<file path="src/hdl/ast_pkg.sv">
package ast_pkg;

  localparam int unsigned OFFSET_BITS_DEF = 16;
  localparam int unsigned RES_PER_ITEM    = 3;
  localparam int unsigned FIFO_DEPTH      = 4;
  localparam int unsigned NUM_KW          = 9;

  typedef enum logic [3:0] {
    M_IDLE,
    M_SECT,
    M_REG,
    M_LABEL,
    M_WORD,
    M_NUM,
    M_EQW,
    M_DASHW,
    M_COMMENT
  } mode_e;

  // token kinds
  localparam logic [4:0] K_CODE  = 5'd0;
  localparam logic [4:0] K_DATA  = 5'd1;
  localparam logic [4:0] K_REG   = 5'd2;
  localparam logic [4:0] K_LABEL = 5'd3;
  localparam logic [4:0] K_EQ    = 5'd4;
  localparam logic [4:0] K_QMARK = 5'd5;
  localparam logic [4:0] K_VAR   = 5'd6;
  localparam logic [4:0] K_KW0   = 5'd7;
  localparam logic [4:0] K_NAME  = 5'd16;
  localparam logic [4:0] K_INT   = 5'd17;
  localparam logic [4:0] K_NONE  = 5'd18;

  // fault codes
  localparam logic [1:0] F_NONE    = 2'd0;
  localparam logic [1:0] F_SECTION = 2'd1;
  localparam logic [1:0] F_EQUALS  = 2'd2;
  localparam logic [1:0] F_DASH    = 2'd3;

  localparam logic [7:0] CH_SPACE = 8'h20;
  localparam logic [7:0] CH_NL    = 8'h0a;

  // prefix words hold the first byte in the low byte
  localparam logic [39:0] TXT_CODE = {"e", "d", "o", "c", "#"};
  localparam logic [39:0] TXT_DATA = {"a", "t", "a", "d", "#"};

  localparam logic [39:0] KW_TEXT [NUM_KW] = '{
    {8'd0, "t", "i", "x", "e"},
    {16'd0, "d", "d", "a"},
    {16'd0, "b", "u", "s"},
    {16'd0, "v", "o", "m"},
    {8'd0, "m", "u", "n", "e"},
    {24'd0, "f", "i"},
    {24'd0, "n", "i"},
    {8'd0, "e", "s", "l", "e"},
    {16'd0, "d", "n", "e"}
  };
  localparam logic [15:0] KW_LEN [NUM_KW] = '{
    16'd4, 16'd3, 16'd3, 16'd3, 16'd4, 16'd2, 16'd2, 16'd4, 16'd3
  };

  typedef struct packed {
    logic [7:0] ch;
    logic       last;
  } in_item_t;

  typedef struct packed {
    logic [4:0]  kind;
    logic [1:0]  fault;
    logic [15:0] start_offset;
    logic [15:0] text_length;
    logic [15:0] line_number;
    logic [15:0] column_number;
    logic        final_res;
  } res_item_t;

  typedef struct packed {
    logic [1:0]                    cnt;
    res_item_t [RES_PER_ITEM-1:0]  item;
  } push_t;

  typedef struct packed {
    logic      vld;
    logic      halt;
    res_item_t res;
  } close_t;

  function automatic logic [15:0] sat_inc16(input logic [15:0] v);
    return (v == 16'hffff) ? v : v + 16'd1;
  endfunction

  function automatic logic is_alpha(input logic [7:0] c);
    return ((c >= "a") && (c <= "z")) || ((c >= "A") && (c <= "Z"));
  endfunction

  function automatic logic is_digit(input logic [7:0] c);
    return (c >= "0") && (c <= "9");
  endfunction

  // bytes past the open length are zero, so a full-word compare plus length works
  function automatic logic text_is(input logic [39:0] prefix, input logic [15:0] len,
                                   input logic [39:0] txt, input logic [15:0] tlen);
    return (prefix == txt) && (len == tlen);
  endfunction

  function automatic close_t close_tok(input mode_e m, input logic [39:0] prefix,
                                       input logic [15:0] len, input logic [15:0] st,
                                       input logic [15:0] st1, input logic [15:0] line,
                                       input logic [15:0] col);
    close_t     r;
    logic [4:0] k;
    r                   = '0;
    k                   = K_NAME;
    r.res.kind          = K_NONE;
    r.res.fault         = F_NONE;
    r.res.start_offset  = st;
    r.res.text_length   = len;
    r.res.line_number   = line;
    r.res.column_number = col;
    case (m)
      M_SECT: begin
        r.vld = 1'b1;
        if (text_is(prefix, len, TXT_CODE, 16'd5)) begin
          r.res.kind = K_CODE;
        end else if (text_is(prefix, len, TXT_DATA, 16'd5)) begin
          r.res.kind = K_DATA;
        end else begin
          r.res.fault = F_SECTION;
          r.halt      = 1'b1;
        end
      end
      M_REG, M_LABEL: begin
        r.vld               = 1'b1;
        r.res.kind          = (m == M_REG) ? K_REG : K_LABEL;
        r.res.start_offset  = st1;
        r.res.text_length   = len - 16'd1;
      end
      M_WORD: begin
        r.vld = 1'b1;
        if (prefix[7:0] == ".") begin
          k = K_VAR;
        end else begin
          for (int i = 0; i < NUM_KW; i++) begin
            if (text_is(prefix, len, KW_TEXT[i], KW_LEN[i])) k = K_KW0 + 5'(i);
          end
        end
        r.res.kind = k;
      end
      M_NUM: begin
        r.vld      = 1'b1;
        r.res.kind = K_INT;
      end
      M_EQW, M_DASHW: begin
        r.vld             = 1'b1;
        r.halt            = 1'b1;
        r.res.fault       = (m == M_EQW) ? F_EQUALS : F_DASH;
        r.res.text_length = 16'd1;
      end
      default: begin
        r.vld = 1'b0;
      end
    endcase
    return r;
  endfunction

endpackage

</file>
<file path="src/hdl/ast_res_fifo.sv">
module ast_res_fifo (
  input  logic              clk_i,
  input  logic              rst_ni,
  input  ast_pkg::push_t    push_i,
  output logic              room_o,
  output logic              out_valid_o,
  input  logic              out_ready_i,
  output ast_pkg::res_item_t out_data_o
);
  import ast_pkg::*;

  localparam int unsigned PtrW = $clog2(FIFO_DEPTH);
  localparam int unsigned CntW = $clog2(FIFO_DEPTH + 1);

  res_item_t           mem_q [FIFO_DEPTH];
  logic [PtrW-1:0]     wr_ptr_q, wr_ptr_d, rd_ptr_q, rd_ptr_d;
  logic [CntW-1:0]     cnt_q, cnt_d;
  logic                pop;

  assign out_valid_o = (cnt_q != '0);
  assign pop         = out_valid_o && out_ready_i;
  assign out_data_o  = mem_q[rd_ptr_q];
  // room for a whole byte's worth of results, counting this cycle's pop
  assign room_o      = (cnt_q - CntW'(pop)) <= CntW'(FIFO_DEPTH - RES_PER_ITEM);

  always_comb begin
    wr_ptr_d = wr_ptr_q + PtrW'(push_i.cnt);
    rd_ptr_d = rd_ptr_q + PtrW'(pop);
    cnt_d    = cnt_q + CntW'(push_i.cnt) - CntW'(pop);
  end

  always_ff @(posedge clk_i or negedge rst_ni) begin
    if (!rst_ni) begin
      wr_ptr_q <= '0;
      rd_ptr_q <= '0;
      cnt_q    <= '0;
    end else begin
      wr_ptr_q <= wr_ptr_d;
      rd_ptr_q <= rd_ptr_d;
      cnt_q    <= cnt_d;
    end
  end

  always_ff @(posedge clk_i) begin
    for (int i = 0; i < RES_PER_ITEM; i++) begin
      if (2'(i) < push_i.cnt) mem_q[wr_ptr_q + PtrW'(i)] <= push_i.item[i];
    end
  end

endmodule

</file>
<file path="src/hdl/ast_lexer.sv">
module ast_lexer #(
  parameter int unsigned OffsetBits = ast_pkg::OFFSET_BITS_DEF
) (
  input  logic              clk_i,
  input  logic              rst_ni,
  input  logic              go_i,
  input  ast_pkg::in_item_t item_i,
  output ast_pkg::push_t    push_o
);
  import ast_pkg::*;

  mode_e                 mode_q, mode_d;
  logic [39:0]           prefix_q, prefix_d;
  logic [15:0]           len_q, len_d;
  logic [OffsetBits-1:0] start_q, start_d;
  logic [OffsetBits-1:0] offset_q, offset_d;
  logic [15:0]           line_q, line_d, col_q, col_d;
  logic [15:0]           oline_q, oline_d, ocol_q, ocol_d;
  logic                  halted_q, halted_d;

  logic [7:0]            c;
  logic                  last;
  logic                  used, halt, body_ok;
  logic [39:0]           app_prefix;
  logic [15:0]           app_len;
  logic [OffsetBits+15:0] st_ext_q, st1_ext_q, st_ext_d, st1_ext_d, off_ext;
  close_t                cl0, cl2;
  logic [2:0]            r_v;
  res_item_t             r [3];
  logic [1:0]            idx;

  assign c    = item_i.ch;
  assign last = item_i.last;

  // zero-extend, then keep the low 16 bits whatever the counter width
  assign st_ext_q  = {16'd0, start_q};
  assign st1_ext_q = {16'd0, start_q + OffsetBits'(1)};
  assign off_ext   = {16'd0, offset_q};

  assign app_prefix = (len_q < 16'd5) ? (prefix_q | (40'(c) << {len_q[2:0], 3'b000}))
                                      : prefix_q;
  assign app_len    = sat_inc16(len_q);

  assign cl0 = close_tok(mode_q, prefix_q, len_q, st_ext_q[15:0], st1_ext_q[15:0],
                         oline_q, ocol_q);

  always_comb begin
    mode_d    = mode_q;
    prefix_d  = prefix_q;
    len_d     = len_q;
    start_d   = start_q;
    offset_d  = offset_q;
    line_d    = line_q;
    col_d     = col_q;
    oline_d   = oline_q;
    ocol_d    = ocol_q;
    halted_d  = halted_q;
    used      = 1'b0;
    halt      = 1'b0;
    body_ok   = 1'b0;
    r_v       = '0;
    r[0]      = '0;
    r[1]      = '0;
    r[2]      = '0;
    st_ext_d  = '0;
    st1_ext_d = '0;
    cl2       = '0;

    if (go_i && !halted_q) begin
      // does this byte continue the open token?
      case (mode_q)
        M_SECT, M_REG, M_LABEL: body_ok = (c != CH_SPACE) && (c != CH_NL);
        M_WORD:                 body_ok = is_alpha(c) || (c == "_") || (c == ".");
        M_NUM:                  body_ok = is_digit(c) || (c == ".");
        default:                body_ok = 1'b0;
      endcase

      case (mode_q)
        M_SECT, M_REG, M_LABEL, M_WORD, M_NUM: begin
          if (body_ok) begin
            prefix_d = app_prefix;
            len_d    = app_len;
            used     = 1'b1;
          end else begin
            r_v[0] = cl0.vld;
            r[0]   = cl0.res;
            halt   = cl0.halt;
            mode_d = M_IDLE;
          end
        end
        M_EQW: begin
          if (c == "=") begin
            r_v[0]              = 1'b1;
            r[0].kind           = K_EQ;
            r[0].fault          = F_NONE;
            r[0].start_offset   = st_ext_q[15:0];
            r[0].text_length    = 16'd2;
            r[0].line_number    = oline_q;
            r[0].column_number  = ocol_q;
            mode_d              = M_IDLE;
            used                = 1'b1;
          end else begin
            r_v[0] = cl0.vld;
            r[0]   = cl0.res;
            halt   = cl0.halt;
            mode_d = M_IDLE;
          end
        end
        M_DASHW: begin
          if (c == "-") begin
            mode_d = M_COMMENT;
            used   = 1'b1;
          end else begin
            r_v[0] = cl0.vld;
            r[0]   = cl0.res;
            halt   = cl0.halt;
            mode_d = M_IDLE;
          end
        end
        M_COMMENT: begin
          if (c != CH_NL) used = 1'b1;
          else mode_d = M_IDLE;
        end
        default: begin
          mode_d = M_IDLE;
        end
      endcase

      if (!halt) begin
        if (!used) begin
          if ((c == "#") || (c == "$") || (c == ":") || (c == "=") || (c == "-") ||
              is_alpha(c) || (c == ".") || is_digit(c)) begin
            start_d  = offset_q;
            len_d    = 16'd1;
            prefix_d = 40'(c);
            oline_d  = line_q;
            ocol_d   = col_q;
            if (c == "#") mode_d = M_SECT;
            else if (c == "$") mode_d = M_REG;
            else if (c == ":") mode_d = M_LABEL;
            else if (c == "=") mode_d = M_EQW;
            else if (c == "-") mode_d = M_DASHW;
            else if (is_digit(c)) mode_d = M_NUM;
            else mode_d = M_WORD;
          end else if (c == "?") begin
            r_v[1]             = 1'b1;
            r[1].kind          = K_QMARK;
            r[1].fault         = F_NONE;
            r[1].start_offset  = off_ext[15:0];
            r[1].text_length   = 16'd1;
            r[1].line_number   = line_q;
            r[1].column_number = col_q;
          end
        end

        if (last) begin
          // flush whatever is open after this byte
          st_ext_d  = {16'd0, start_d};
          st1_ext_d = {16'd0, start_d + OffsetBits'(1)};
          cl2 = close_tok(mode_d, prefix_d, len_d, st_ext_d[15:0], st1_ext_d[15:0],
                          oline_d, ocol_d);
          if (mode_d != M_COMMENT) begin
            r_v[2] = cl2.vld;
            r[2]   = cl2.res;
            halt   = cl2.halt;
          end
          mode_d = M_IDLE;
          if (r_v == 3'b000) begin
            // end marker
            r_v[2]             = 1'b1;
            r[2].kind          = K_NONE;
            r[2].fault         = F_NONE;
            r[2].start_offset  = off_ext[15:0];
            r[2].text_length   = 16'd0;
            r[2].line_number   = line_q;
            r[2].column_number = col_q;
          end
        end

        offset_d = offset_q + OffsetBits'(1);
        if (c == CH_NL) begin
          line_d = sat_inc16(line_q);
          col_d  = 16'd1;
        end else begin
          col_d  = sat_inc16(col_q);
        end
      end

      halted_d = halt;

      if (last) begin
        if (r_v[2]) r[2].final_res = 1'b1;
        else if (r_v[1]) r[1].final_res = 1'b1;
        else if (r_v[0]) r[0].final_res = 1'b1;
      end

      if (last && !halt) begin
        mode_d   = M_IDLE;
        prefix_d = '0;
        len_d    = '0;
        start_d  = '0;
        offset_d = '0;
        line_d   = 16'd1;
        col_d    = 16'd1;
        oline_d  = 16'd1;
        ocol_d   = 16'd1;
      end
    end
  end

  // pack valid results in order
  always_comb begin
    push_o = '0;
    idx    = '0;
    for (int i = 0; i < RES_PER_ITEM; i++) begin
      if (r_v[i]) begin
        push_o.item[idx] = r[i];
        idx              = idx + 2'd1;
      end
    end
    push_o.cnt = idx;
  end

  always_ff @(posedge clk_i or negedge rst_ni) begin
    if (!rst_ni) begin
      mode_q   <= M_IDLE;
      prefix_q <= '0;
      len_q    <= '0;
      start_q  <= '0;
      offset_q <= '0;
      line_q   <= 16'd1;
      col_q    <= 16'd1;
      oline_q  <= 16'd1;
      ocol_q   <= 16'd1;
      halted_q <= 1'b0;
    end else begin
      mode_q   <= mode_d;
      prefix_q <= prefix_d;
      len_q    <= len_d;
      start_q  <= start_d;
      offset_q <= offset_d;
      line_q   <= line_d;
      col_q    <= col_d;
      oline_q  <= oline_d;
      ocol_q   <= ocol_d;
      halted_q <= halted_d;
    end
  end

endmodule

</file>
<file path="src/hdl/assembly_source_tokenizer_top.sv">
// Streaming tokenizer for assembly source: takes one byte per request (with a
// last flag on the final byte) and returns token requests carrying kind,
// fault, offset, length, line and column. A byte is taken every cycle while
// the input register is empty or its byte moves on; the byte is held in the
// input register, where the lexer state is updated and its results (zero to
// three) are written to a 4-entry result queue, from which they are offered
// on the output. The held byte moves on only while the queue has room for
// three results, counting a result leaving in the same cycle. Results leave
// one per cycle while the receiver is ready, so the sustained rate is one
// byte per cycle as long as bytes yield on average at most one result; each
// result beyond one per byte takes an extra output slot, which the queue's
// slack absorbs at first and which then shows as a stall on the input
// through the free-space check. A byte with last set yields at least one
// result unless the block is already halted, and the last result it yields
// has final_res set. A section, lone '=' or lone '-' fault halts the block:
// later bytes are still taken but give no results until reset.
module assembly_source_tokenizer_top #(
  parameter int unsigned OffsetBits = ast_pkg::OFFSET_BITS_DEF
) (
  input  logic               clk_i,
  input  logic               rst_ni,
  input  logic               in_valid_i,
  output logic               in_ready_o,
  input  ast_pkg::in_item_t  in_data_i,
  output logic               out_valid_o,
  input  logic               out_ready_i,
  output ast_pkg::res_item_t out_data_o
);
  import ast_pkg::*;

  in_item_t in_q;
  logic     in_vld_q;
  logic     room;
  logic     proc;
  push_t    push;

  // the held byte is processed once the queue can take all of its results
  assign proc       = in_vld_q && room;
  assign in_ready_o = !in_vld_q || proc;

  always_ff @(posedge clk_i or negedge rst_ni) begin
    if (!rst_ni) begin
      in_vld_q <= 1'b0;
    end else if (in_valid_i && in_ready_o) begin
      in_vld_q <= 1'b1;
    end else if (proc) begin
      in_vld_q <= 1'b0;
    end
  end

  always_ff @(posedge clk_i) begin
    if (in_valid_i && in_ready_o) in_q <= in_data_i;
  end

  ast_lexer #(
    .OffsetBits(OffsetBits)
  ) u_lexer (
    .clk_i  (clk_i),
    .rst_ni (rst_ni),
    .go_i   (proc),
    .item_i (in_q),
    .push_o (push)
  );

  ast_res_fifo u_fifo (
    .clk_i       (clk_i),
    .rst_ni      (rst_ni),
    .push_i      (push),
    .room_o      (room),
    .out_valid_o (out_valid_o),
    .out_ready_i (out_ready_i),
    .out_data_o  (out_data_o)
  );

endmodule

</file>
<file path="config.mk">
export PLATFORM = sky130hd
export DESIGN_NAME = assembly_source_tokenizer_top
export DESIGN_NICKNAME = d
export VERILOG_FILES = /design/src/hdl/ast_pkg.sv /design/src/hdl/ast_res_fifo.sv /design/src/hdl/ast_lexer.sv /design/src/hdl/assembly_source_tokenizer_top.sv
export SDC_FILE = /design/constraint.sdc
export NUM_CORES = 1
export LEC_CHECK = 0
export BUFFER_PORTS_ARGS = -buffer_cell sky130_fd_sc_hd__buf_2
export CAP_MARGIN = 20
export CORE_MARGIN = 1.5
export CORE_UTILIZATION = 60
export DETAILED_ROUTE_END_ITERATION = 10
export PLACE_DENSITY = 0.77
export SYNTH_ARGS = -nofsm -noshare
export SYNTH_HDL_FRONTEND = slang
export SYNTH_SLANG_ARGS = --single-unit
</file>
<file path="constraint.sdc">
create_clock -name clk_i -period 11.4 [get_ports clk_i]
set_input_delay 2.28 -clock clk_i [delete_from_list [all_inputs] [get_ports clk_i]]
set_output_delay 2.28 -clock clk_i [all_outputs]
set_load 0.1 [all_outputs]
</file>
Word-level counts from Yosys, hierarchy flattened
Memory sizes are Yosys's and may differ from the RTL's. Cells that the tools add are included.

Equal/unequal tests: 65. Magnitude comparators: 15. Add/subtract/negate cells: 17. Reduce and logical (&&, ||, !) cells: 64. Shift operators: 1. Mux-type cells: 188. Bitwise operators: 1.

Operators with widths (count): 2-to-1 mux 216 bit (3); 2-to-1 mux 72 bit (9); 2-to-1 mux 16 bit (35); bitwise mux 216 bit (2); 2-to-1 mux 40 bit (9); 2-to-1 mux 71 bit (5); equality test 40 x 23 -> 1 bit (second input constant) (8); demux 72 bit (select 2 bit) (2); equality test 40 x 31 -> 1 bit (second input constant) (6); case mux 72 bit (3 select lines) (1); equality test 40 x 15 -> 1 bit (second input constant) (4); equality test 40 x 39 -> 1 bit (second input constant) (4); 2-to-1 mux 5 bit (24); adder 16 x 1 -> 16 bit (second input constant) (6); equality test 8 x 6 -> 1 bit (second input constant) (9); OR reduction 72 bit (1); 2-to-1 mux 69 bit (1); equality test 16 x 2 -> 1 bit (second input constant) (4); equality test 16 x 3 -> 1 bit (second input constant) (4); case mux 16 bit (2 select lines) (2); 2-to-1 mux 1 bit (63); 2-to-1 mux 4 bit (15); equality test 16 bit (second input constant) (3); OR 40 bit (1); 53 further kinds (130).

Output and inout bits: 74. Input port bits: 13. Word-level logic and storage cells: 368. RAM bits: 288. Memories kept: 1. Register bits: 174.

Memories: u_fifo.mem_q (depth 4, bits a word 72, read ports 1, clocked after Yosys merged registers in 0, wr ports 2, line ast_res_fifo.sv:15) `res_item_t mem_q [FIFO_DEPTH];`.

Logic depth before layout (Yosys ltp)
Word-level depth: 39. Gate-level depth with buffers: 24.

By module
Synthesis repeated with hierarchy kept, for this count alone.

Cells, all modules: 3943. Area, all modules: 32763.9 µm².

Modules (own cells, without submodules): ast_res_fifo (sequential area each 8823.5 µm², cells an instance 1711, instances 1, area each 16887.4 µm²); ast_lexer (sequential area each 3933.8 µm², cells an instance 2218, instances 1, area each 15546.2 µm²); assembly_source_tokenizer_top (sequential area each 295.3 µm², cells an instance 14, instances 1, area each 330.3 µm²).

Worst setup path after synthesis
OpenSTA, ideal clock, no wires.

Kind: input -> register. From: input port out_ready_i. To: memory u_fifo.mem_q[3][0] in the netlist's numbering, enable pin. Setup slack: 0.997 ns. Required time: 10.798 ns. Stages: 14. Setup time: 0.602 ns. Arrival time: 9.802 ns. Cells stage by stage: and2_1 > ha_1 > ha_1 > xnor2_1 > nand3_1 > nor2_1 > nand2_1 > nor3_2 > inv_1 > ha_1 > and2_1 > nor2_2 > xnor2_1 > o21ai_0.

RTL lines: from (decl) (line assembly_source_tokenizer_top.sv:26) `input logic out_ready_i,`; to (decl) (line ast_res_fifo.sv:15).

==> out/summary.md <==
### Worst setup path
- 53 — biggest fanout along the worst timing path
- in2reg — class of the most critical setup path
- in_q[7]$_DFFE_PP_ — Crit Reg-Reg Startpoint
- out_ready_i — critical path startpoint
- primary input — element type at the critical path start
- 11.62 ns — worst endpoint required time
- u_fifo.mem_q[2][55]$_DFFE_PP_ — capturing point of the worst reg2reg path
- u_fifo.mem_q[2][55]$_DFFE_PP_ — endpoint of the most critical setup path
- 13 — R2R cell count
- 4.02 ns — flop2flop setup slack
- register — critical path capture point type
- 7.73 ns — Data arrival, critical path

### GRT
- 0.534 — met1 Use GR
- 0 — global route overflow
- 147000 µm — first-pass GRT wire length
- 73 — maximum number of pins on one net before global-route repair
- 0.0640 — met3 Use GR
- met2 — busiest layer in global routing
- 2 — number of antenna violations at the first check in global routing
- 0.605 — GR met2 Demand/Resource
- 24987 — vias in the first global route
- 0.381 — overall fraction of global-route tracks in use

### Floorplan
- 47900 µm² — core region area
- 87 — number of top-level pins
- 0.610 — Initial Util
- 50100 µm² — die area
- 80 — total number of placement rows
- 224 µm — Die W
- 224 µm — die span in y

### Synth
- 98 — distinct cell type count after synthesis
- sky130_fd_sc_hd__edfxtp_1, sky130_fd_sc_hd__dfrtp_1, sky130_fd_sc_hd__nor2_1 — leading post-synthesis cells by cell area
- 0.357 — Async SR Flop Fraction
- 0.305 — proportion of netlist area held by the largest area contributor
- 29200 µm² — combined area of all synthesized cells
- 0.446 — share of synthesized area occupied by flip-flops and latches
- 0 — Syn. warnings
- 9.51 µm² — Synth Area per Inst
- 297 — number of enable-type register cells in the synthesized netlist
- 3113 — Synth Net Count
- 3076 — number of instances in the synthesized netlist
- 462 — register bit total from synthesis
- sky130_fd_sc_hd__edfxtp_1 — flip-flop cell with the highest count after synthesis
- sky130_fd_sc_hd__edfxtp_1 — Synth area leader

### Timing
- 1.15 ns — transition time at the pin with the least slew margin
- no — unrepaired setup endpoints after global routing
- 0.230 — Max-Slew Margin vs Limit
- 0.0300 ns — worst clock skew
- 0 — Final Hold Fails
- 0.658 — final clock period utilization by the worst path
- 7.51 ns — post-layout min period
- 0 — final-report setup violation count
- 0.133 GHz — f_max
- 0 ns — setup_tns
- 0 — max-slew violations

### Placed design
- 64600 µm — sum of net half-perimeters after detailed placement
- 30000 µm² — area post-placement
- 86 — port bufs
- 1.00 — GPL Wtd Cong
- 3579 — Placed Cells incl. Taps

### Clocking
- 0 — hold buffer count at CTS
- sky130_fd_sc_hd__clkbuf_16 — clock root buffer
- 0.06 ns — CTS clk-pin slew, worst paths
- 2 — H-tree depth
- 48 — CTS Buf Count
- 0.62 ns — clock latency on the worst-skew pair
- 0 — cells resized by post-CTS repair
- 3 — buffers from clock root to sink, at most
- 0 — number of buffers added for setup after CTS
- done — CTS tree
- 462 — number of sinks driven by the clock tree

### Final layout
- 0.122 — share of layout cells above drive strength 1
- sky130_fd_sc_hd__nor2_1, sky130_fd_sc_hd__a21oi_1, sky130_fd_sc_hd__edfxtp_1 — highest-count cells in the layout ignoring fill and taps
- 0 — number of diodes added for antenna fixing
- sky130_fd_sc_hd__nor2_1 — most frequent standard cell in the layout excluding fill and tap cells
- 31500 µm² — final non-filler cell area
- 7.77% — area added between synthesis and finish
- 3669 — final cell count without fillers
- 3051 — # nets final

### Min path
- reg2reg — Hold WC Path Type
- u_lexer.halted_q$_DFFE_PN0P_ — worst hold start

### Drt
- 26029 — vias post-DR
- 7.09 — vias per cell
- 3602 — DR iter-0 viols
- 0 — number of nets with antenna violations after routing
- 96400 µm — total routed wirelength
- 7 — drt pass-1 iters
- 26.3 µm — wire length per cell after detailed routing
- 0 — DR DRC count

### Power and ir drop
- 0.224 mV — maximum resistive drop on vdd
- 8.20 mW — Final Total Pwr
- 260 nW/µm² — power density over cell area
- 12.1 nW — Static Leakage

### Run status
- completed — outcome

### Job
- 0 — reported max-cap violation count

where the power goes:
group / leakage (nW) / internal [mW] / switching [mW]
clock network: 0.751 / 0.883 / 0.695
logic: 6.36 / 0.998 / 3.16
registers: 4.98 / 2.18 / 0.278
cells in the mapped netlist, types with 8 or more instances:
| master | count |
|---|---|
| sky130_fd_sc_hd__nor3_1 | 64 |
| sky130_fd_sc_hd__a211oi_1 | 20 |
| sky130_fd_sc_hd__o211ai_1 | 20 |
| sky130_fd_sc_hd__o22ai_1 | 34 |
| sky130_fd_sc_hd__clkbuf_1 | 162 |
| sky130_fd_sc_hd__inv_1 | 42 |
| sky130_fd_sc_hd__xnor2_1 | 38 |
| sky130_fd_sc_hd__a22oi_1 | 49 |
| sky130_fd_sc_hd__a21oi_1 | 305 |
| sky130_fd_sc_hd__nand3b_1 | 8 |
| sky130_fd_sc_hd__a2111oi_0 | 10 |
| sky130_fd_sc_hd__o31ai_1 | 30 |
| sky130_fd_sc_hd__or3_1 | 23 |
| sky130_fd_sc_hd__nand4_1 | 42 |
| sky130_fd_sc_hd__a31oi_1 | 22 |
| sky130_fd_sc_hd__nor4_1 | 22 |
| sky130_fd_sc_hd__mux2i_1 | 92 |
| sky130_fd_sc_hd__and4_1 | 11 |
| sky130_fd_sc_hd__nand2_1 | 259 |
| sky130_fd_sc_hd__a22o_1 | 81 |
| sky130_fd_sc_hd__nor2_1 | 449 |
| sky130_fd_sc_hd__buf_2 | 53 |
| sky130_fd_sc_hd__ha_1 | 23 |
| sky130_fd_sc_hd__o22a_1 | 39 |
| sky130_fd_sc_hd__or4_1 | 11 |
| sky130_fd_sc_hd__mux4_2 | 72 |
| sky130_fd_sc_hd__o21ai_1 | 44 |
| sky130_fd_sc_hd__mux2_2 | 21 |
| sky130_fd_sc_hd__buf_1 | 36 |
| sky130_fd_sc_hd__dfrtp_1 | 161 |
| sky130_fd_sc_hd__nand3_1 | 76 |
| sky130_fd_sc_hd__o21ai_0 | 127 |
| sky130_fd_sc_hd__xor2_1 | 33 |
| sky130_fd_sc_hd__or2_2 | 15 |
| sky130_fd_sc_hd__and3_1 | 45 |
| sky130_fd_sc_hd__nor3b_1 | 9 |
| sky130_fd_sc_hd__a21o_1 | 19 |
| sky130_fd_sc_hd__edfxtp_1 | 297 |
| sky130_fd_sc_hd__nand2b_1 | 11 |
| sky130_fd_sc_hd__and2_1 | 22 |
| sky130_fd_sc_hd__nor2b_1 | 15 |
worst min-delay path by stage:
stage,to,slack (ns),depth (start not counted)
global placement,u_lexer.halted_q$_DFFE_PN0P_,0.48,1
floorplan,u_lexer.halted_q$_DFFE_PN0P_,0.46,1
CTS,u_lexer.halted_q$_DFFE_PN0P_,0.49,1
global route,u_lexer.halted_q$_DFFE_PN0P_,0.52,1
detailed placement,u_lexer.halted_q$_DFFE_PN0P_,0.48,1
finish,u_lexer.halted_q$_DFFE_PN0P_,0.49,1
registers in the layout, indices dropped and copies added (netlist names), 9 cells and up:
name,count
in_q,9
u_fifo.mem_q,288
u_lexer.col_q,16
u_lexer.len_q,16
u_lexer.line_q,16
u_lexer.ocol_q,16
u_lexer.offset_q,16
u_lexer.oline_q,16
u_lexer.prefix_q,40
u_lexer.start_q,16
area by class of cell:
class	count	area, µm²
well taps	615	769
repair buffers	145	880
flip-flops and latches	462	13100
clock inverters	21	239
fillers	3788	16400
multi-input cells	2312	15100
clock buffers	69	1320
inverters	45	169
through the flow:
step	utilization	setup WS (ns)	hold slack (ns)
2_1_floorplan	-	0.997	0.456
3_3_place_gp	0.625	3.51	0.477
3_5_place_dp	0.625	3.34	0.479
4_1_cts	0.657	3.96	0.493
5_1_grt	0.657	3.51	0.516
6_report	0.657	3.89	0.488
logic make-up after synthesis:
family | share of synthesized area
flip-flops | 0.446
multiplexers | 0.0977
AO/OA/AOI/OAI | 0.202
AND/OR/NAND/NOR | 0.180
XOR/XNOR | 0.0213
adder cells (fa/ha/maj) | 0.0105
buffers and inverters | 0.0422
critical path, stage by stage:
cell and delay (ns):
sky130_fd_sc_hd__buf_2 0.10, sky130_fd_sc_hd__and2_1 0.16, sky130_fd_sc_hd__ha_1 0.22, sky130_fd_sc_hd__ha_1 0.20
sky130_fd_sc_hd__xnor2_1 0.19, sky130_fd_sc_hd__nand3_1 0.14, sky130_fd_sc_hd__nor2_1 0.12, sky130_fd_sc_hd__buf_4 0.27
sky130_fd_sc_hd__nand2_1 0.09, sky130_fd_sc_hd__buf_4 0.22, sky130_fd_sc_hd__nor3_2 0.47, sky130_fd_sc_hd__inv_1 0.18
sky130_fd_sc_hd__ha_1 0.27, sky130_fd_sc_hd__and2_1 0.34, sky130_fd_sc_hd__nor2_2 0.43, sky130_fd_sc_hd__nor2_1 0.10
sky130_fd_sc_hd__or3_1 0.41, sky130_fd_sc_hd__mux2i_4 0.65, sky130_fd_sc_hd__buf_4 0.86
per-layer routing:
layer / wire length (µm) / up-vias / share of wire
met5: 0 / - / 0
met4: 2970 / 0 / 0.031
met3: 9620 / 223 / 0.10
met2: 44600 / 1604 / 0.46
met1: 39200 / 12780 / 0.41
li1: - / 11422 / -
Note: power is estimated with default switching activity, not from simulation.
